[src/hdl/tsf_pkg.sv]
// ----------------------------------------------------------------------------
// Touch sample filter package
// Shared payload types, touch codes, operation codes and size constants.
// ----------------------------------------------------------------------------
`timescale 1ns / 1ps

package tsf_pkg;

  // Coordinate width of one axis
  localparam int COORD_W = 10;

  // Default set size and register reset value
  localparam int             SAMPLES_PER_SET_DEF = 8;
  localparam logic [7:0]     TIMEOUT_RESET       = 8'd100;

  // Depth of the command queue between front and back
  localparam int QUEUE_DEPTH = 2;

  // Operation codes on the request channel
  localparam logic [1:0] OP_SAMPLE = 2'd0;
  localparam logic [1:0] OP_POLL   = 2'd1;
  localparam logic [1:0] OP_TICK   = 2'd2;

  // Touch codes
  localparam logic [2:0] CODE_NO_TOUCH = 3'd0;
  localparam logic [2:0] CODE_TOUCH    = 3'd1;
  localparam logic [2:0] CODE_HELD     = 3'd2;
  localparam logic [2:0] CODE_RELEASE  = 3'd3;
  localparam logic [2:0] CODE_NO_CAL   = 3'd4;

  // Request transaction
  typedef struct packed {
    logic [1:0] operation;
    logic [7:0] x_high;
    logic [7:0] y_high;
    logic [7:0] xy_low;
  } req_t;

  // Response transaction
  typedef struct packed {
    logic [2:0]         touch_code;
    logic               coords_valid;
    logic [COORD_W-1:0] out_x;
    logic [COORD_W-1:0] out_y;
  } rsp_t;

  // Classified command kinds
  typedef enum logic [1:0] {
    KIND_SAMPLE = 2'd0,
    KIND_POLL   = 2'd1,
    KIND_TICK   = 2'd2,
    KIND_NONE   = 2'd3
  } cmd_kind_t;

  // Command held in the queue
  typedef struct packed {
    cmd_kind_t          kind;
    logic [COORD_W-1:0] x;
    logic [COORD_W-1:0] y;
  } cmd_t;

  // Control from the sequencer to the trimmed mean units
  typedef struct packed {
    logic push;
    logic start;
  } trim_ctl_t;

endpackage

[src/hdl/tsf_front.sv]
// ----------------------------------------------------------------------------
// Touch sample filter front end
// Accepts request transactions, assembles the 10-bit coordinates and
// classifies the operation into a queue command.
// ----------------------------------------------------------------------------
`timescale 1ns / 1ps

module tsf_front (
  input  logic           req_valid,
  output logic           req_ready,
  input  tsf_pkg::req_t  req,
  input  logic           queue_full,
  output logic           push,
  output tsf_pkg::cmd_t  cmd
);
  import tsf_pkg::*;

  // Accept whenever the queue has room
  assign req_ready = !queue_full;
  assign push      = req_valid && !queue_full;

  // Classify and assemble coordinates
  always_comb begin
    cmd.x = {req.x_high, req.xy_low[1:0]};
    cmd.y = {req.y_high, req.xy_low[3:2]};
    unique case (req.operation)
      OP_SAMPLE: cmd.kind = KIND_SAMPLE;
      OP_POLL:   cmd.kind = KIND_POLL;
      OP_TICK:   cmd.kind = KIND_TICK;
      default:   cmd.kind = KIND_NONE;
    endcase
  end

endmodule

[src/hdl/tsf_queue.sv]
// ----------------------------------------------------------------------------
// Touch sample filter command queue
// Short register queue that decouples the front end from the sequencer.
// ----------------------------------------------------------------------------
`timescale 1ns / 1ps

module tsf_queue (
  input  logic           clk,
  input  logic           rst,
  input  logic           push,
  input  tsf_pkg::cmd_t  push_cmd,
  output logic           full,
  input  logic           pop,
  output logic           head_valid,
  output tsf_pkg::cmd_t  head
);
  import tsf_pkg::*;

  localparam int PW = (QUEUE_DEPTH > 1) ? $clog2(QUEUE_DEPTH) : 1;
  localparam int FW = $clog2(QUEUE_DEPTH + 1);

  cmd_t            entries [QUEUE_DEPTH];
  logic [PW-1:0]   wr_ptr;
  logic [PW-1:0]   rd_ptr;
  logic [FW-1:0]   fill;
  logic            do_push;
  logic            do_pop;

  assign full       = (fill == FW'(QUEUE_DEPTH));
  assign head_valid = (fill != '0);
  assign head       = entries[rd_ptr];
  assign do_push    = push && !full;
  assign do_pop     = pop && head_valid;

  // Store pushed commands
  always_ff @(posedge clk) begin
    if (do_push) begin
      entries[wr_ptr] <= push_cmd;
    end
  end

  // Advance pointers and fill level
  always_ff @(posedge clk) begin
    if (rst) begin
      wr_ptr <= '0;
      rd_ptr <= '0;
      fill   <= '0;
    end else begin
      if (do_push) begin
        wr_ptr <= (wr_ptr == PW'(QUEUE_DEPTH - 1)) ? '0 : wr_ptr + 1'b1;
      end
      if (do_pop) begin
        rd_ptr <= (rd_ptr == PW'(QUEUE_DEPTH - 1)) ? '0 : rd_ptr + 1'b1;
      end
      if (do_push && !do_pop) begin
        fill <= fill + 1'b1;
      end else if (do_pop && !do_push) begin
        fill <= fill - 1'b1;
      end
    end
  end

endmodule

[src/hdl/tsf_trim.sv]
// ----------------------------------------------------------------------------
// Touch sample filter trimmed mean unit
// Holds one axis of the sample set in a shift line, ranks one sample per
// cycle while rotating the line, sums the middle ranks and scales the sum by
// the reciprocal of the kept count with a single multiply.
// ----------------------------------------------------------------------------
`timescale 1ns / 1ps

module tsf_trim #(
  parameter int SAMPLES_PER_SET = tsf_pkg::SAMPLES_PER_SET_DEF
) (
  input  logic                        clk,
  input  logic                        rst,
  input  tsf_pkg::trim_ctl_t          ctl,
  input  logic [tsf_pkg::COORD_W-1:0] sample,
  output logic                        done,
  output logic [tsf_pkg::COORD_W-1:0] avg
);
  import tsf_pkg::*;

  localparam int N    = SAMPLES_PER_SET;
  localparam int SW   = $clog2(N);
  localparam int RW   = SW + 1;
  localparam int LO   = N / 4;
  localparam int HI   = N - N / 4;
  localparam int KEEP = HI - LO;
  localparam int AW   = COORD_W + SW;
  // Reciprocal of the kept count, exact for every sum below 2**AW
  localparam int KW   = $clog2(KEEP);
  localparam int SH   = AW + KW;
  localparam int MW   = AW + 1;
  localparam int PRW  = AW + MW;
  localparam logic [MW-1:0] RECIP =
    MW'(((64'd1 << SH) + 64'(KEEP) - 64'd1) / 64'(KEEP));

  typedef enum logic [3:0] {
    T_IDLE = 4'b0001,
    T_RANK = 4'b0010,
    T_SUM  = 4'b0100,
    T_DIV  = 4'b1000
  } trim_fsm_t;

  trim_fsm_t            state;
  logic [COORD_W-1:0]   store [N];
  logic [SW-1:0]        step;
  logic                 keep_q;
  logic [COORD_W-1:0]   cur_q;
  logic [AW-1:0]        acc;
  logic [AW-1:0]        acc_sum;
  logic [AW-1:0]        rem;
  logic [PRW-1:0]       prod;
  logic [COORD_W-1:0]   quot;
  logic [N-1:0]         rank_bits;
  logic [RW-1:0]        rank;
  logic [RW-1:0]        thr;
  logic                 keep;

  // Shift in new samples; rotate the line while ranking
  always_ff @(posedge clk) begin
    if (ctl.push || state == T_RANK) begin
      store[N-1] <= ctl.push ? sample : store[0];
      for (int p = 0; p < N - 1; p++) begin
        store[p] <= store[p+1];
      end
    end
  end

  // Rank of the head sample: smaller values, plus equal values stored earlier
  always_comb begin
    thr       = RW'(N) - RW'(step);
    rank_bits = '0;
    for (int p = 0; p < N; p++) begin
      if (store[p] < store[0]) begin
        rank_bits[p] = 1'b1;
      end else if (store[p] == store[0] && RW'(p) >= thr) begin
        rank_bits[p] = 1'b1;
      end
    end
    rank = '0;
    for (int p = 0; p < N; p++) begin
      rank = rank + RW'(rank_bits[p]);
    end
    keep = (rank >= RW'(LO)) && (rank < RW'(HI));
  end

  assign acc_sum = acc + (keep_q ? AW'(cur_q) : '0);
  assign prod    = PRW'(rem) * PRW'(RECIP);
  assign avg     = quot;

  // Sequence rank, sum and scale phases
  always_ff @(posedge clk) begin
    if (rst) begin
      state <= T_IDLE;
      done  <= 1'b0;
    end else begin
      done <= (state == T_DIV);
      unique case (state)
        T_IDLE: if (ctl.start) state <= T_RANK;
        T_RANK: if (step == SW'(N - 1)) state <= T_SUM;
        T_SUM:  state <= T_DIV;
        T_DIV:  state <= T_IDLE;
        default: state <= T_IDLE;
      endcase
    end
  end

  // Datapath: accumulate kept samples, then scale by the reciprocal
  always_ff @(posedge clk) begin
    unique case (state)
      T_IDLE: begin
        step   <= '0;
        acc    <= '0;
        keep_q <= 1'b0;
      end
      T_RANK: begin
        acc    <= acc_sum;
        keep_q <= keep;
        cur_q  <= store[0];
        step   <= step + 1'b1;
      end
      T_SUM: begin
        rem <= acc_sum;
      end
      T_DIV: begin
        quot <= prod[SH +: COORD_W];
      end
      default: begin
        step <= '0;
      end
    endcase
  end

endmodule

[src/hdl/tsf_back.sv]
// ----------------------------------------------------------------------------
// Touch sample filter sequencer
// Executes queued commands against the touch state, counts samples and idle
// ticks, starts the trimmed mean units on a full set and fills the response
// register.
// ----------------------------------------------------------------------------
`timescale 1ns / 1ps

module tsf_back #(
  parameter int SAMPLES_PER_SET = tsf_pkg::SAMPLES_PER_SET_DEF
) (
  input  logic                        clk,
  input  logic                        rst,
  input  logic [7:0]                  timeout,
  input  logic                        cmd_valid,
  input  tsf_pkg::cmd_t               cmd,
  output logic                        cmd_pop,
  output tsf_pkg::trim_ctl_t          trim_ctl,
  input  logic                        trim_done,
  input  logic [tsf_pkg::COORD_W-1:0] trim_x,
  input  logic [tsf_pkg::COORD_W-1:0] trim_y,
  output logic                        rsp_valid,
  input  logic                        rsp_ready,
  output tsf_pkg::rsp_t               rsp
);
  import tsf_pkg::*;

  localparam int N  = SAMPLES_PER_SET;
  localparam int SW = $clog2(N);

  typedef enum logic [1:0] {
    B_IDLE = 2'b01,
    B_WAIT = 2'b10
  } back_fsm_t;

  back_fsm_t            state;
  back_fsm_t            state_next;
  logic [2:0]           touch_state;
  logic [2:0]           touch_state_next;
  logic [SW-1:0]        sample_count;
  logic [SW-1:0]        sample_count_next;
  logic [7:0]           idle_periods;
  logic [7:0]           idle_periods_next;
  logic [COORD_W-1:0]   avg_x;
  logic [COORD_W-1:0]   avg_x_next;
  logic [COORD_W-1:0]   avg_y;
  logic [COORD_W-1:0]   avg_y_next;
  logic                 out_free;
  logic                 take;
  logic                 active;
  logic                 emit;
  logic [2:0]           emit_code;
  logic                 emit_valid;

  assign out_free = !rsp_valid || rsp_ready;
  assign take     = (state == B_IDLE) && cmd_valid && out_free;
  assign cmd_pop  = take;
  assign active   = (touch_state == CODE_TOUCH) || (touch_state == CODE_HELD);

  // Execute one command, or finish a set when the averages are ready
  always_comb begin
    state_next        = state;
    touch_state_next  = touch_state;
    sample_count_next = sample_count;
    idle_periods_next = idle_periods;
    avg_x_next        = avg_x;
    avg_y_next        = avg_y;
    trim_ctl          = '0;
    emit              = 1'b0;
    emit_code         = touch_state;
    emit_valid        = 1'b0;

    unique case (state)
      B_IDLE: begin
        if (take) begin
          unique case (cmd.kind)
            KIND_SAMPLE: begin
              idle_periods_next = '0;
              trim_ctl.push     = 1'b1;
              if (sample_count == SW'(N - 1)) begin
                sample_count_next = '0;
                trim_ctl.start    = 1'b1;
                state_next        = B_WAIT;
              end else begin
                sample_count_next = sample_count + 1'b1;
                emit              = 1'b1;
                if (active) begin
                  touch_state_next = CODE_HELD;
                  emit_code        = CODE_HELD;
                  emit_valid       = 1'b1;
                end
              end
            end
            KIND_POLL: begin
              emit = 1'b1;
              if (active) begin
                touch_state_next = CODE_HELD;
                emit_code        = CODE_HELD;
                emit_valid       = 1'b1;
              end else if (touch_state == CODE_RELEASE) begin
                touch_state_next = CODE_NO_TOUCH;
                emit_code        = CODE_RELEASE;
                emit_valid       = 1'b1;
              end
            end
            KIND_TICK: begin
              emit = 1'b1;
              if (idle_periods >= timeout) begin
                sample_count_next = '0;
                idle_periods_next = '0;
                touch_state_next  = (touch_state == CODE_HELD) ? CODE_RELEASE
                                                               : CODE_NO_TOUCH;
              end else begin
                idle_periods_next = idle_periods + 1'b1;
              end
              emit_code = touch_state_next;
            end
            default: begin
              emit = 1'b1;
            end
          endcase
        end
      end
      B_WAIT: begin
        if (trim_done) begin
          avg_x_next       = trim_x;
          avg_y_next       = trim_y;
          touch_state_next = active ? CODE_HELD : CODE_TOUCH;
          emit             = 1'b1;
          emit_code        = touch_state_next;
          emit_valid       = 1'b1;
          state_next       = B_IDLE;
        end
      end
      default: begin
        state_next = B_IDLE;
      end
    endcase
  end

  // Hold touch state and counters
  always_ff @(posedge clk) begin
    if (rst) begin
      state        <= B_IDLE;
      touch_state  <= CODE_NO_CAL;
      sample_count <= '0;
      idle_periods <= '0;
      avg_x        <= '0;
      avg_y        <= '0;
      rsp_valid    <= 1'b0;
    end else begin
      state        <= state_next;
      touch_state  <= touch_state_next;
      sample_count <= sample_count_next;
      idle_periods <= idle_periods_next;
      avg_x        <= avg_x_next;
      avg_y        <= avg_y_next;
      if (emit) begin
        rsp_valid <= 1'b1;
      end else if (rsp_ready) begin
        rsp_valid <= 1'b0;
      end
    end
  end

  // Load the response register
  always_ff @(posedge clk) begin
    if (emit) begin
      rsp.touch_code   <= emit_code;
      rsp.coords_valid <= emit_valid;
      rsp.out_x        <= avg_x_next;
      rsp.out_y        <= avg_y_next;
    end
  end

endmodule

[src/hdl/touch_sample_trimmed_mean_filter.sv]
// ----------------------------------------------------------------------------
// Touch sample trimmed mean filter
// Qualifies resistive touch samples: collects sets, averages the middle half
// of each axis and tracks touch, held, release and idle timeout.
// ----------------------------------------------------------------------------
// Usage:
//   req channel (valid/ready) carries one operation: a sample, a poll or an
//   idle tick. rsp channel (valid/ready) returns exactly one transaction per
//   request, in order: touch code, coordinate valid flag and last averages.
//   cfg_we writes cfg_wdata into the idle timeout register;
//   write it only while no request is outstanding.
// Sequencing:
//   A poll, tick or sample that does not complete a set passes from the
//   queue to the response register, and the sequencer takes one such
//   transaction per cycle while idle with the response register free.
//   The sample that completes a set occupies the sequencer for the take, a
//   rank step for each stored sample, the sum, the reciprocal multiply and
//   the loading of the response, both axes side by side.
// Reset: the touch state reads not calibrated, counters and averages clear
//   and the timeout returns to 100 periods.
// Stall: a two-entry queue keeps accepting while the response register waits;
//   once it fills, req_ready drops until the receiver takes the response.
// ----------------------------------------------------------------------------
`timescale 1ns / 1ps

module touch_sample_trimmed_mean_filter #(
  parameter int SAMPLES_PER_SET = tsf_pkg::SAMPLES_PER_SET_DEF
) (
  input  logic           clk,
  input  logic           rst,
  input  logic           req_valid,
  output logic           req_ready,
  input  tsf_pkg::req_t  req,
  output logic           rsp_valid,
  input  logic           rsp_ready,
  output tsf_pkg::rsp_t  rsp,
  input  logic           cfg_we,
  input  logic [7:0]     cfg_wdata
);
  import tsf_pkg::*;

  logic [7:0]         timeout_periods;
  logic               front_push;
  cmd_t               front_cmd;
  logic               queue_full;
  logic               head_valid;
  cmd_t               head;
  logic               head_pop;
  trim_ctl_t          trim_ctl;
  logic               x_done;
  logic               y_done;
  logic [COORD_W-1:0] x_avg;
  logic [COORD_W-1:0] y_avg;

  // Timeout register
  always_ff @(posedge clk) begin
    if (rst) begin
      timeout_periods <= TIMEOUT_RESET;
    end else if (cfg_we) begin
      timeout_periods <= cfg_wdata;
    end
  end

  tsf_front u_front (
    .req_valid  (req_valid),
    .req_ready  (req_ready),
    .req        (req),
    .queue_full (queue_full),
    .push       (front_push),
    .cmd        (front_cmd)
  );

  tsf_queue u_queue (
    .clk        (clk),
    .rst        (rst),
    .push       (front_push),
    .push_cmd   (front_cmd),
    .full       (queue_full),
    .pop        (head_pop),
    .head_valid (head_valid),
    .head       (head)
  );

  tsf_trim #(.SAMPLES_PER_SET(SAMPLES_PER_SET)) u_trim_x (
    .clk    (clk),
    .rst    (rst),
    .ctl    (trim_ctl),
    .sample (head.x),
    .done   (x_done),
    .avg    (x_avg)
  );

  tsf_trim #(.SAMPLES_PER_SET(SAMPLES_PER_SET)) u_trim_y (
    .clk    (clk),
    .rst    (rst),
    .ctl    (trim_ctl),
    .sample (head.y),
    .done   (y_done),
    .avg    (y_avg)
  );

  tsf_back #(.SAMPLES_PER_SET(SAMPLES_PER_SET)) u_back (
    .clk       (clk),
    .rst       (rst),
    .timeout   (timeout_periods),
    .cmd_valid (head_valid),
    .cmd       (head),
    .cmd_pop   (head_pop),
    .trim_ctl  (trim_ctl),
    .trim_done (x_done),
    .trim_x    (x_avg),
    .trim_y    (y_avg),
    .rsp_valid (rsp_valid),
    .rsp_ready (rsp_ready),
    .rsp       (rsp)
  );

  // Both axes run in lock step
  a_axes_lockstep: assert property (@(posedge clk) disable iff (rst)
    x_done == y_done)
    else $error("trimmed mean units out of step");

  // A finished set never meets a pending response
  a_done_out_free: assert property (@(posedge clk) disable iff (rst)
    x_done |-> !rsp_valid)
    else $error("set finished while a response was pending");

  // A finished set is reported with valid coordinates
  a_done_reported: assert property (@(posedge clk) disable iff (rst)
    x_done |=> rsp_valid && rsp.coords_valid)
    else $error("finished set not reported");

endmodule

[config.mk]
export PLATFORM = sky130hd
export DESIGN_NAME = touch_sample_trimmed_mean_filter
export DESIGN_NICKNAME = d
export VERILOG_FILES = /design/src/hdl/tsf_pkg.sv /design/src/hdl/tsf_front.sv /design/src/hdl/tsf_queue.sv /design/src/hdl/tsf_trim.sv /design/src/hdl/tsf_back.sv /design/src/hdl/touch_sample_trimmed_mean_filter.sv
export SDC_FILE = /design/constraint.sdc
export NUM_CORES = 1
export LEC_CHECK = 0
export ABC_AREA = 1
export BUFFER_PORTS_ARGS = -buffer_cell sky130_fd_sc_hd__buf_2
export CORE_MARGIN = 2
export CORE_UTILIZATION = 45
export CTS_BUF_LIST = sky130_fd_sc_hd__clkbuf_4 sky130_fd_sc_hd__clkbuf_8 sky130_fd_sc_hd__clkbuf_16
export DETAILED_ROUTE_END_ITERATION = 10
export PLACE_DENSITY_LB_ADDON = 0.25
export RECOVER_POWER = 50
export SLEW_MARGIN = 40
export SYNTH_ARGS = -nofsm -noshare
export SYNTH_HDL_FRONTEND = slang
export SYNTH_SLANG_ARGS = --single-unit
export TNS_END_PERCENT = 5
[constraint.sdc]
create_clock -name clk -period 6 [get_ports clk]
set_input_delay 1.2 -clock clk [delete_from_list [all_inputs] [get_ports clk]]
set_output_delay 1.2 -clock clk [all_outputs]
set_load 0.1 [all_outputs]
Word-level counts from Yosys, hierarchy flattened --
Memories as Yosys holds them, arrays and structs flattened. A register that Yosys moved wholly into a read port is not among the register bits. Cells that the tools add are included.
Storage, ports and cells: ROM bits 0, bits of input ports 39, output and inout port bits 26, memory bits (writable) 204, bits in latches 0, bits in registers 180, memories kept 3
Cells by class: muxes and demuxes 108, equality and inequality tests 46, $mul 0, add/subtract/negate cells 26, bitwise operators 0, reductions and logical operators 48, divide/modulo/power cells 0, $lt $le $gt $ge 37, shifts and indexed selects 0
Memories:
- u_trim_x.store | words 8, bits a word 10, read ports 8, clocked after memory_dff 0, write ports 8, line tsf_trim.sv:44 | logic [COORD_W-1:0] store [N];
- u_trim_y.store | words 8, bits a word 10, read ports 8, clocked after memory_dff 0, write ports 8, line tsf_trim.sv:44
- u_queue.entries | words 2, bits a word 22, read ports 1, clocked after memory_dff 1, write ports 1, line tsf_queue.sv:22 | cmd_t entries [QUEUE_DEPTH];
Operators with widths (count):
- $lt 10x10->1 | 16
- $eq 10x10->1 | 14
- $mux 10 | 8
- $mux 1 | 54
- $pmux 13 s2 | 2
- $add 4x1->4 | 12
- $mux 3 | 12
- $ge 3x4->1 const A | 8
- $pmux 3 s2 | 5
- $add 13x10->13 | 2
- $pmux 4 s3 | 2
- $logic_and 1x1->1 | 23
- $mux 2 | 11
- $pmux 3 s3 | 2
- $ge 1x4->1 const A | 4
- $ge 2x4->1 const A | 4
- $ne 2x2->1 const B | 8
- $pmux 8 s2 | 1
- $reduce_bool 2->1 | 7
- $mux 4 | 3
- $reduce_and 4->1 | 3
- $pmux 1 s2 | 5
- $add 3x1->3 const B | 3
- $eq 3x3->1 const B | 3
- other kinds (29) | 53

Logic depth before layout (Yosys ltp) --
depth after elaboration 15, depth in mapped cells 18

Hierarchy --
A second synthesis with hierarchy kept.
Unflattened totals: cell total of the unflattened synthesis 1795, area, all modules 19063.3 um^2
By module, submodules not included:
- tsf_trim at u_trim_x | area each 6882.9 um^2, cells an instance 634, times used 1
- tsf_trim at u_trim_y | area each 6857.8 um^2, cells an instance 631, times used 1
- tsf_back | area each 2930.3 um^2, cells an instance 355, times used 1
- tsf_queue | area each 1910.6 um^2, cells an instance 105, times used 1
- touch_sample_trimmed_mean_filter | area each 310.3 um^2, cells an instance 45, times used 1
- tsf_front | area each 171.4 um^2, cells an instance 25, times used 1

Worst setup path before layout --
OpenSTA, ideal clock, no wires.
path kind register -> register, start memory u_trim_y.store[0][9], end register u_trim_y.keep_q (data pin), period minus slack after synthesis 4.262 ns, arrival 3.991 ns, buffers on the path 0, setup time 0.272 ns, cell stages (with the launch flop) 18, slack 1.738 ns, cells stage by stage edfxtp_1 inv_1 ha_1 nand4_1 nor3_1 o21ai_0 o211ai_1 o21ai_0 ha_1 fa_1 inv_1 fa_1 inv_1 fa_1 fa_1 xor2_1 a31oi_1 a211oi_1
RTL lines:
- from (decl) | line tsf_trim.sv:44
- to (signal assigned) | line tsf_trim.sv:117 | keep_q <= keep;
- to (decl) | line tsf_trim.sv:46 | logic keep_q;

==> metrics <==
final slew viol count=between 80 and 90; # rows=73; P per Cell Area=around 400 nW/um^2; first-pass GRT wire length=about 52000 um; Leak Pwr=8.83 nW; Seq. cell area=roughly 11000 sq um; worst-margin pin slew=~2 ns; aggregate global routing overflow=0; Worst EP required=about 6.4 ns; CTS tree=built; antenna viol nets, final=0; Syn Area/Cell=roughly 11 sq um; number of gates resized after CTS=0; Mapped Cells=around 1600; f_max=between 200 and 250 MHz; RSZ-0062 raised after global routing=false; via count=11200; Tcrit/Tclk final=about four fifths; Syn Nets=1849; Starting Density=a little under half; drt first pass iters=6; DR vias/cell=roughly 5.0; total wire length=around 32000 um; Slew Limit Headroom=-30.5%; # IOs=65; setup violators final=0; setup_tns=0 ns; sequential power share=42.2%; share of layout cells above drive strength 1=between 8 and 9%; vias in the first global route=about 11000; status=complete, but fails checks; Unique masters post-synth=between 40 and 50; fin crit period=approximately 4.8 ns; top-area cell type share of the netlist area=between 50% and 60%; WS Path Type=reg2reg; H-tree Lvls=2; Cells after DPL=2175; sequential-to-total area share from yosys stat=59.5%; area grow syn2layout=12.9%; Yosys reg bits=379; DR iter-0 viols=~600; gpl congestion=between 0.8 and 0.9; cts hold-fix bufs=0; area of the multi-input gates=~6300 sq um; Hold WC Path Type=reg2reg; Setup crit start kind=flip-flop; root buf cell=clkbuf_16; post-DP HPWL=about 23000 um; fillers=3520; clock latency on the worst-skew pair=about 0.57 ns; initial antenna violation count=0; Crit Path Max Fanout=8; largest area contributor in the netlist=edfxtp_1; failing checks=capacitance limit, slew limit; clock sink count=~380; die area=around 42000 sq um; worst vdd ir=around 0.4 mV; Pint=about 5.5 mW; routed len/inst=~14 um; Total Nets Final=1937; Worst Path Arrival=around 5.2 ns; PortBufs=60; Finished Layout Cells=2254; skew final=~0.021 ns; Critical Path Sink Type=flip-flop; clock share of power=a little under a third; net load switching power=~2.8 mW; n_diodes=0; Hold Fails Final Rpt=0; Tot GR Track Use=roughly 16%; Logic pwr share=26.9%; Syn. warnings=0; Mapped Area=18100 sq um; CTS buffer count=43; Die H=approximately 200 um; DR DRC count=0; pin count of the biggest net entering global routing=81; Sw Ratio=between 30% and 40%; max-cap violations=3; Clock transition at path regs=about 0.060 ns; die width=205 um; core area=~40000 sq um; Post CTS Setup Buffer Count=0; clk buf depth=3; Synth area leaders=edfxtp_1 (53%), ha_1 (13%), dfxtp_1 (6.5%), inv_1 (5.4%), nand2_1 (4.6%)
worst paths after layout:
path | from | endpoint | slack, ns | depth (start not counted)
worst min register to register | u_trim_x.rem[2]$_DFFE_PP_ | u_trim_x.avg[0]$_DFFE_PP_ | 0.41 | 0
worst max-delay path | u_trim_y.store[0][9]$_DFFE_PP_ | u_trim_y.keep_q$_DFFE_PP_ | 1.18 | 17
worst max register to register | u_trim_y.store[0][9]$_DFFE_PP_ | u_trim_y.keep_q$_DFFE_PP_ | 1.18 | 17
worst min-delay path | u_trim_x.rem[2]$_DFFE_PP_ | u_trim_x.avg[0]$_DFFE_PP_ | 0.41 | 0
power by group through the flow:
stage	Sequential, mW	Clock [mW]	Combinational (mW)
3_3_place_gp	3.56	0	2.18
2_1_floorplan	4.03	0	1.28
3_5_place_dp	3.57	0	2.26
5_1_grt	3.56	2.76	2.51
6_report	3.52	2.58	2.24
4_1_cts	3.52	2.65	2.27
kinds of logic (layout without fill, tap and decap cells):
logic type | Yosys count | count (layout) | synth area share [%]
buffers and inverters | 290 | 412 | 6.04
AND/OR/NAND/NOR | 443 | 443 | 10.3
flip-flops | 379 | 379 | 59.5
XOR/XNOR | 25 | 25 | 1.21
AO/OA/AOI/OAI | 267 | 267 | 8.49
adder cells (fa/ha/maj) | 203 | 203 | 14.4
layer usage:
layer / up-vias / track usage (%) / part of all wire [%]
met5: - / 0 / 0
met4: 0 / 5.98 / 2.3
met3: 50 / 2.70 / 4.9
met2: 200 / 25.9 / 46
met1: 5245 / 20.5 / 46
li1: 5749 / - / -
registers in the layout (all words and copies together) (netlist names), 3 cells and up, named ones only:
signal / cells
u_trim_x.store: 80
u_trim_y.store: 80
u_queue.entries: 44
u_back.rsp: 24
u_trim_x.acc: 12
u_trim_y.acc: 12
u_back.avg_x: 10
u_back.avg_y: 10
u_trim_x.avg: 10
u_trim_x.cur_q: 10
u_trim_x.rem: 10
u_trim_y.avg: 10
u_trim_y.cur_q: 10
u_trim_y.rem: 10
timeout_periods: 8
u_back.idle_periods: 8
u_trim_x.state: 4
u_trim_y.state: 4
u_back.sample_count: 3
u_back.touch_state: 3
u_trim_x.step: 3
u_trim_y.step: 3
cell usage after synthesis (all sizes together):
master,n
o21bai,4
buf,3
o21a,1
or4,1
inv,262
a21oi,91
nor2,130
o21ai,99
o31ai,4
nor4,7
ha,193
clkbuf,22
fa,10
o22ai,2
a211oi,13
nand4,23
xnor2,6
o211a,1
dfxtp,59
nand3,40
o211ai,28
nand3b,1
or2,4
clkinv,3
edfxtp,320
xor2,19
nand2,224
a22oi,2
nor3b,1
a31o,4
a21o,5
o2111ai,7
a31oi,6
nor3,12
cell type report:
cell class / count / share of cell area [%]
inverters: 265 / 4.87
clock inverters: 11 / 0.391
clock buffers: 68 / 6.53
repair buffers: 68 / 1.63
well taps: 525 / 3.21
multi-input cells: 938 / 30.7
flip-flops and latches: 379 / 52.7
placed cells by master (no fill, tap or decap), drive strengths merged, types with 10 or more instances in the layout:
cell	Yosys	final
a211oi	13	13
a21oi	91	91
buf	3	54
clkbuf	22	82
clkinv	3	12
dfxtp	59	59
edfxtp	320	320
fa	10	10
ha	193	193
inv	262	262
nand2	224	224
nand3	40	40
nand4	23	23
nor2	130	130
nor3	12	12
o211ai	28	28
o21ai	99	99
xor2	19	19
per-stage QoR:
stage / setup slack (ns) / area, sq um / total power [mW] / hold slack [ns] / utilization (%)
5_1_grt: 0.884 / 20500 / 8.82 / 0.416 / 51.5
2_1_floorplan: 1.74 / 18100 / 5.30 / 0.400 / -
4_1_cts: 1.12 / 20500 / 8.45 / 0.416 / 51.6
6_report: 1.18 / 20500 / 8.34 / 0.413 / 51.5
3_3_place_gp: 1.23 / 19100 / 5.74 / 0.400 / 48.0
3_5_place_dp: 1.16 / 19100 / 5.84 / 0.405 / 48.1
worst max-delay path, stage by stage (launching register included):
cell and delay (ns):
edfxtp_1 0.37, inv_1 0.28, ha_1 0.24, nand4_1 0.17
nor3_1 0.22, o21ai_0 0.12, o211ai_1 0.11, o21ai_0 0.15
ha_1 0.32, fa_1 0.54, inv_1 0.06, fa_1 0.52
inv_1 0.05, fa_1 0.46, fa_1 0.51, xor2_1 0.18
a31oi_1 0.06, a211oi_1 0.24
Note: power is estimated with default switching activity, not from simulation.
